### config.mk
export PLATFORM = sky130hd
export DESIGN_NAME = idc_pair_cmp
export DESIGN_NICKNAME = d
export VERILOG_FILES = /design/src/rtl/idc_pkg.sv /design/src/rtl/idc_pair_cmp.sv
export SDC_FILE = /design/constraint.sdc
export NUM_CORES = 1
export LEC_CHECK = 0
export BUFFER_PORTS_ARGS = -buffer_cell sky130_fd_sc_hd__buf_2
export CORE_MARGIN = 4
export CORE_UTILIZATION = 50
export DETAILED_ROUTE_END_ITERATION = 7
export PLACE_DENSITY_LB_ADDON = 0.2
export SLEW_MARGIN = 20
export SYNTH_ARGS = -nofsm -noshare
export SYNTH_HDL_FRONTEND = slang
export SYNTH_SLANG_ARGS = --single-unit
### constraint.sdc
create_clock -name vclk -period 5.2
set_clock_uncertainty 0.05 [all_clocks]
set_input_delay 0.26 -clock vclk [all_inputs]
set_output_delay 0.26 -clock vclk [all_outputs]
set_load 0.05 [all_outputs]
### src/rtl/idc_pkg.sv
// Package for the image diff cluster check: sizes, payload structs, register
// and verdict codes, and the row store write port type.
// No dependencies; the RTL files use scoped names and the testbench imports it.
package idc_pkg;

   // Frame size limits
   localparam int MAX_WIDTH  = 2048;
   localparam int MAX_HEIGHT = 2048;

   // Index and dimension widths
   localparam int COL_W = $clog2(MAX_WIDTH);
   localparam int ROW_W = (MAX_HEIGHT > 1) ? $clog2(MAX_HEIGHT) : 1;
   localparam int DIM_REG_W = 12;
   localparam int DIM_W0 = (COL_W + 1 > ROW_W + 1) ? COL_W + 1 : ROW_W + 1;
   localparam int DIM_W = (DIM_W0 > DIM_REG_W) ? DIM_W0 : DIM_REG_W;

   // Field widths
   localparam int PIX_W    = 32;
   localparam int CHAN_W   = 8;
   localparam int NCHAN    = PIX_W / CHAN_W;
   localparam int TOL_W    = 8;
   localparam int LIMIT_W  = 4;
   localparam int TOTAL_W  = 23;
   localparam int COUNT_W  = 3;
   localparam int CSR_IDX_W = 2;

   localparam logic [TOTAL_W-1:0] TOTAL_MAX = {TOTAL_W{1'b1}};

   // Reset values of the configuration registers
   localparam logic [DIM_REG_W-1:0] WIDTH_RESET  = DIM_REG_W'(2048);
   localparam logic [DIM_REG_W-1:0] HEIGHT_RESET = DIM_REG_W'(2048);
   localparam logic [TOL_W-1:0]     TOL_RESET    = TOL_W'(3);
   localparam logic [LIMIT_W-1:0]   LIMIT_RESET  = LIMIT_W'(10);

   typedef enum logic [CSR_IDX_W-1:0] {
      CSR_FRAME_WIDTH       = 2'd0,
      CSR_FRAME_HEIGHT      = 2'd1,
      CSR_CHANNEL_TOLERANCE = 2'd2,
      CSR_CLUSTER_LIMIT     = 2'd3
   } csr_index_type;

   typedef enum logic [1:0] {
      VERDICT_EXACT  = 2'd0,
      VERDICT_PASSED = 2'd1,
      VERDICT_FAILED = 2'd2
   } verdict_type;

   typedef struct packed {
      logic [PIX_W-1:0] pixel_first;
      logic [PIX_W-1:0] pixel_second;
   } req_type;

   typedef struct packed {
      logic [TOTAL_W-1:0] differing_pixels;
      logic [COUNT_W-1:0] largest_cluster;
      logic [1:0]         verdict;
   } rsp_type;

   // Row store write port
   typedef struct packed {
      logic               en;
      logic [COL_W-1:0]   addr;
      logic [COUNT_W-1:0] data;
   } ram_wr_type;

endpackage

### src/rtl/idc_pair_cmp.sv
// Pixel pair comparator: per-channel absolute differences against the
// tolerance and their sum against four times the tolerance.
// Depends on idc_pkg for field widths.
module idc_pair_cmp (
   input  logic [idc_pkg::PIX_W-1:0] pixel_first,
   input  logic [idc_pkg::PIX_W-1:0] pixel_second,
   input  logic [idc_pkg::TOL_W-1:0] tolerance,
   output logic                      differs
);

   localparam int SUM_W = idc_pkg::CHAN_W + $clog2(idc_pkg::NCHAN);

   logic [idc_pkg::CHAN_W-1:0] chan_diff [idc_pkg::NCHAN];
   logic [idc_pkg::NCHAN-1:0]  chan_over;
   logic [SUM_W-1:0]           diff_sum;
   logic [SUM_W-1:0]           sum_limit;

   // Take absolute difference of each channel
   always_comb begin
      for (int c = 0; c < idc_pkg::NCHAN; c++) begin
         logic [idc_pkg::CHAN_W-1:0] a;
         logic [idc_pkg::CHAN_W-1:0] b;
         a = pixel_first[c*idc_pkg::CHAN_W +: idc_pkg::CHAN_W];
         b = pixel_second[c*idc_pkg::CHAN_W +: idc_pkg::CHAN_W];
         chan_diff[c] = (a > b) ? a - b : b - a;
         chan_over[c] = chan_diff[c] > tolerance;
      end
   end

   // Add the differences up and compare with four times the tolerance
   always_comb begin
      diff_sum = '0;
      for (int c = 0; c < idc_pkg::NCHAN; c++) begin
         diff_sum = diff_sum + SUM_W'(chan_diff[c]);
      end
      sum_limit = SUM_W'(tolerance) << 2;
   end

   assign differs = (|chan_over) || (diff_sum >= sum_limit);

endmodule

### Word level (Yosys, flattened, before mapping)

Cells that the tools add are included.

* register bits after elaboration: 0
* output and inout bits: 1
* word-level logic and storage cells: 26
* input bits: 72

* reductions and logical operators: 2
* mux-type cells: 4
* $lt $le $gt $ge: 9
* $add $sub $neg: 11

Operators with widths (number)
* 8-bit greater-than comparator: 8
* 8-bit subtractor: 8
* 8-bit 2-to-1 mux: 4
* 10-bit by 8-bit adder with 10-bit output: 1
* 9-bit by 8-bit adder with 10-bit output: 1
* 10-bit >= comparator: 1
* 8-bit by 8-bit adder with 9-bit output: 1
* 4-bit OR reduction: 1
* 1-bit logical OR: 1

### Logic depth before layout (Yosys ltp)

* word-level depth: 7
* mapped depth: 28
* mapped depth without buffers: 27

### Worst setup path before layout

No wires, ideal clock.

* path kind: input-to-output
* start point: input port pixel_first[16] (netlist name)
* end point: output port differs
* buffers on the path: 1
* data required time: 4890 ps
* data arrival time: 5673 ps
* slack: -783 ps
* cell stages on the path: 25
* cells stage by stage: inv_1 > ha_1 > inv_1 > fa_1 > a21o_1 > a21oi_1 > o21ai_1 > a21boi_2 > buf_6 > mux2i_1 > xnor2_1 > fa_1 > fa_1 > inv_1 > ha_1 > a21o_1 > a21oi_1 > o21ai_1 > o41ai_1 > xnor2_1 > ha_1 > a21o_1 > a2111oi_0 > o21ai_1 > nand4b_1

* word-level cells in the longest chain between the ends: 6
* elaborated cells between the ends (all ways): 10
* classes of those cells: 4 x add/sub; 3 x order compare; 1 x mux; 2 x reduce/logical

Ends and longest elaborated chain
* from (decl): line idc_pair_cmp.sv:5 `input logic [idc_pkg::PIX_W-1:0] pixel_first,`
* 8-bit subtractor / 8-bit greater-than comparator (equally long branches): line idc_pair_cmp.sv:25 `chan_diff[c] = (a > b) ? a - b : b - a;`
* 8-bit 2-to-1 mux (*): line idc_pair_cmp.sv:25
* 9-bit by 8-bit adder with 10-bit output: line idc_pair_cmp.sv:34 `diff_sum = diff_sum + SUM_W'(chan_diff[c]);`
* 10-bit by 8-bit adder with 10-bit output: line idc_pair_cmp.sv:34
* 10-bit >= comparator: line idc_pair_cmp.sv:39 `assign differs = (|chan_over) || (diff_sum >= sum_limit);`
* 1-bit logical OR (*): line idc_pair_cmp.sv:39
* to (decl): line idc_pair_cmp.sv:8 `output logic differs`

Every way passes the cells marked *; elsewhere a longest branch is shown, timed or not.

### Worst setup path in the final report

Ends and elaborated chain as after synthesis.

==> impl_metrics.csv <==
group,metric,value,unit
status,outcome,"complete, but fails checks",
status,violations,"setup timing",
sta,fmax,167.0,MHz
final_layout,seq_cells,0,
power,power_leakage,0.003234,uW
critical_path,cpMaxStageDelayCell,"fa_1",
final_layout,postLayoutCoreUtil,0.6997,
final_layout,num-clock-buffers,0,
routing,wire_per_inst,13.09,um
clock_network,hold_buffers,0,
die,row_count,33,
power,p_sw,1154,uW
yosys,yosys-top-cells-area,"ha_1 32%, fa_1 11%, inv_1 9.7%, xnor2_1 6.4%, a21oi_1 6.1%",
global_route,grtUsageMet1,0.2695,
power,powerDensity,409.5,mW/mm^2
routing,ant_nets,0,
job,drv_cap,0,
sta,finalMaxSlewViolations,0,
global_route,grt_max_degree,8,
yosys,synthesis.nets,741,
yosys,syn_area_per_cell,7.930,um^2
yosys,synth_top_cell_by_area,"ha_1",
die,pin_count,73,
critical_path,crit_required,4890,ps
global_route,grt_pass1_vias,4409,
global_route,grtUsageMet3,0.009729,
routing,vias,4283,
yosys,synth.distinct_cells,53,
sta,layout_setup_ws,-786.6,ps
die,dieHeight,100.2,um
global_route,grt_pass1_wl,18330,um
final_layout,seqCellArea,0,um^2
global_route,gr-total-overflow,0,
sta,fin_crit,5987,ps
sta,max-slew-margin-rel,0.7034,
sta,setup_violations,1,
routing,first_pass_iters,4,
routing,drt-initial-drc-count,138,
placement,io_buffers,73,
yosys,netlist_area,0.004250,mm^2
power,switching_share,0.4875,
sta,holdWs,1377,ps
power,pwr-share-seq,0,
critical_path,cp-end-kind,"primary output",
sta,worst_slew_pin_slew,441.7,ps
power,p_clk_frac,0,
final_layout,final.fill_count,686,
critical_path,start_kind,"input port",
placement,gp_congestion,1.001,
final_layout,n_antenna_cell,0,
yosys,synth_top_area_frac,0.3209,
critical_path,crit_top_cell,"inv_1",
yosys,yosys_warnings,0,
critical_path,cp_slowest_stage_delay,530,ps
yosys,synth_seq_area_share,0,
final_layout,fin_nets,937,
sta,period_share,1.151,
power,p_int,1213,uW
final_layout,area_delta_synth_final,35.94,%
global_route,grt-busiest-layer,"met2",
final_layout,drive_gt1_frac,0.3274,
power,power_frac_comb,1.000,
sta,rsz0062_at_grt,"yes",
routing,routed_wirelength,10930,um
sta,finalHoldViolations,0,
routing,viasPerCell,5.129,
power,ir_drop,309.6,uV
hold_path,hp-class,"in -> out",
critical_path,critPathTopFamily,"adder cells",
critical_path,worstPathArrival,5680,ps
critical_path,critPathMaxFanout,4,
die,die_area,0.01004,mm^2
global_route,met2_usage,0.4154,
die,initial_utilization,0.5147,
die,core-area,0.008258,mm^2
yosys,syn-instance-count,536,
global_route,grt_usage,0.2137,
critical_path,path_buf_inv,8,
placement,dpl.hpwl,9774,um
die,die_x,100.2,um
global_route,antenna_found_initial,0,
routing,drc_errors,0,
critical_path,path_class,"in -> out",
==> metrics by stage <==
stage               setup slack [ps]  std cells  TNS, ps  instance area [um^2]  power, uW
floorplan                     -540.3        536   -540.3                  4277       1495
global placement              -692.7        834   -692.7                  5677       2138
detailed placement            -913.7        834   -913.7                  5677       2211
CTS                           -756.9        834   -756.9                  5705       2297
global route                   -1048        835    -1048                  5778       2676
finish                        -786.6        835   -786.6                  5778       2366
==> metal layers <==
metal / up-vias / wire length, um
li1: 2199 / -
met1: 1989 / 4718
met2: 91 / 5684
met3: 4 / 451
met4: 0 / 74
met5: - / 0
==> Yosys cell counts, types with 5 or more instances <==
master and count:
and2_1 5, inv_2 5, a21oi_1 52, nand2_1 19, inv_1 110, nor2_1 11
a21o_1 11, o21ai_0 15, nor2b_1 7, o21bai_1 6, nand3_1 5, fa_1 24
a211oi_1 6, a21boi_0 6, o21ai_1 13, ha_1 109, xor2_1 12, mux2i_1 21
nand4_1 10, xnor2_1 31
==> cell type report <==
type / count / area, um^2 / share of cell area
inverters: 115 / 431.7 / 0.07471
multi-input cells: 412 / 3867 / 0.6693
well taps: 105 / 131.4 / 0.02274
repair buffers: 203 / 1348 / 0.2332
==> path summary, 6_finish.rpt <==
path	start	endpoint	slack, ps	cells after the start
setup / recovery	pixel_first[16]	differs	-790	28
hold / removal	tolerance[0]	differs	1380	6
==> cell families (layout without fill, tap and decap cells) <==
kind of cell / count (synthesis) / in the layout / synth area share
fa+ha+maj: 133 / 133 / 0.4339
simple gates: 76 / 76 / 0.09685
mux: 26 / 26 / 0.06358
xor+xnor: 43 / 43 / 0.08861
compound gates: 134 / 134 / 0.2002
buf+inv: 124 / 318 / 0.1169
==> power by group through the flow <==
stage / logic (uW) / registers (uW) / clock network, uW
after global routing: 2680 / 0 / 0
after detailed placement: 2210 / 0 / 0
after CTS: 2300 / 0 / 0
final: 2370 / 0 / 0
after global placement: 2140 / 0 / 0
after floorplan: 1490 / 0 / 0
==> placed cells by master (no fill, tap or decap), types with 3 or more instances in the layout <==
cell	n
buf_2	72
nand2_1	19
a21boi_0	6
inv_2	5
nor2b_1	7
mux2i_2	4
inv_1	110
nand3_1	5
o21ai_0	15
ha_1	108
fa_1	23
a211oi_1	6
a21oi_2	5
nand4_1	10
o21bai_1	6
nor3_1	3
o21a_1	3
xnor2_2	4
nand2b_1	3
a21oi_1	48
and2_1	5
buf_4	130
o211ai_1	4
a21o_1	11
xor2_1	12
mux2i_1	16
xnor2_1	27
o21ai_1	13
nor2_1	11
==> timing repair <==
item,in CTS,in global routing
endpoints found under the setup margin,1,1
setup buffers,0,1
hold endpoints to repair,0,0
pin swaps,1,3
gates resized for setup,8,10
(Power assumes the default switching activity.)
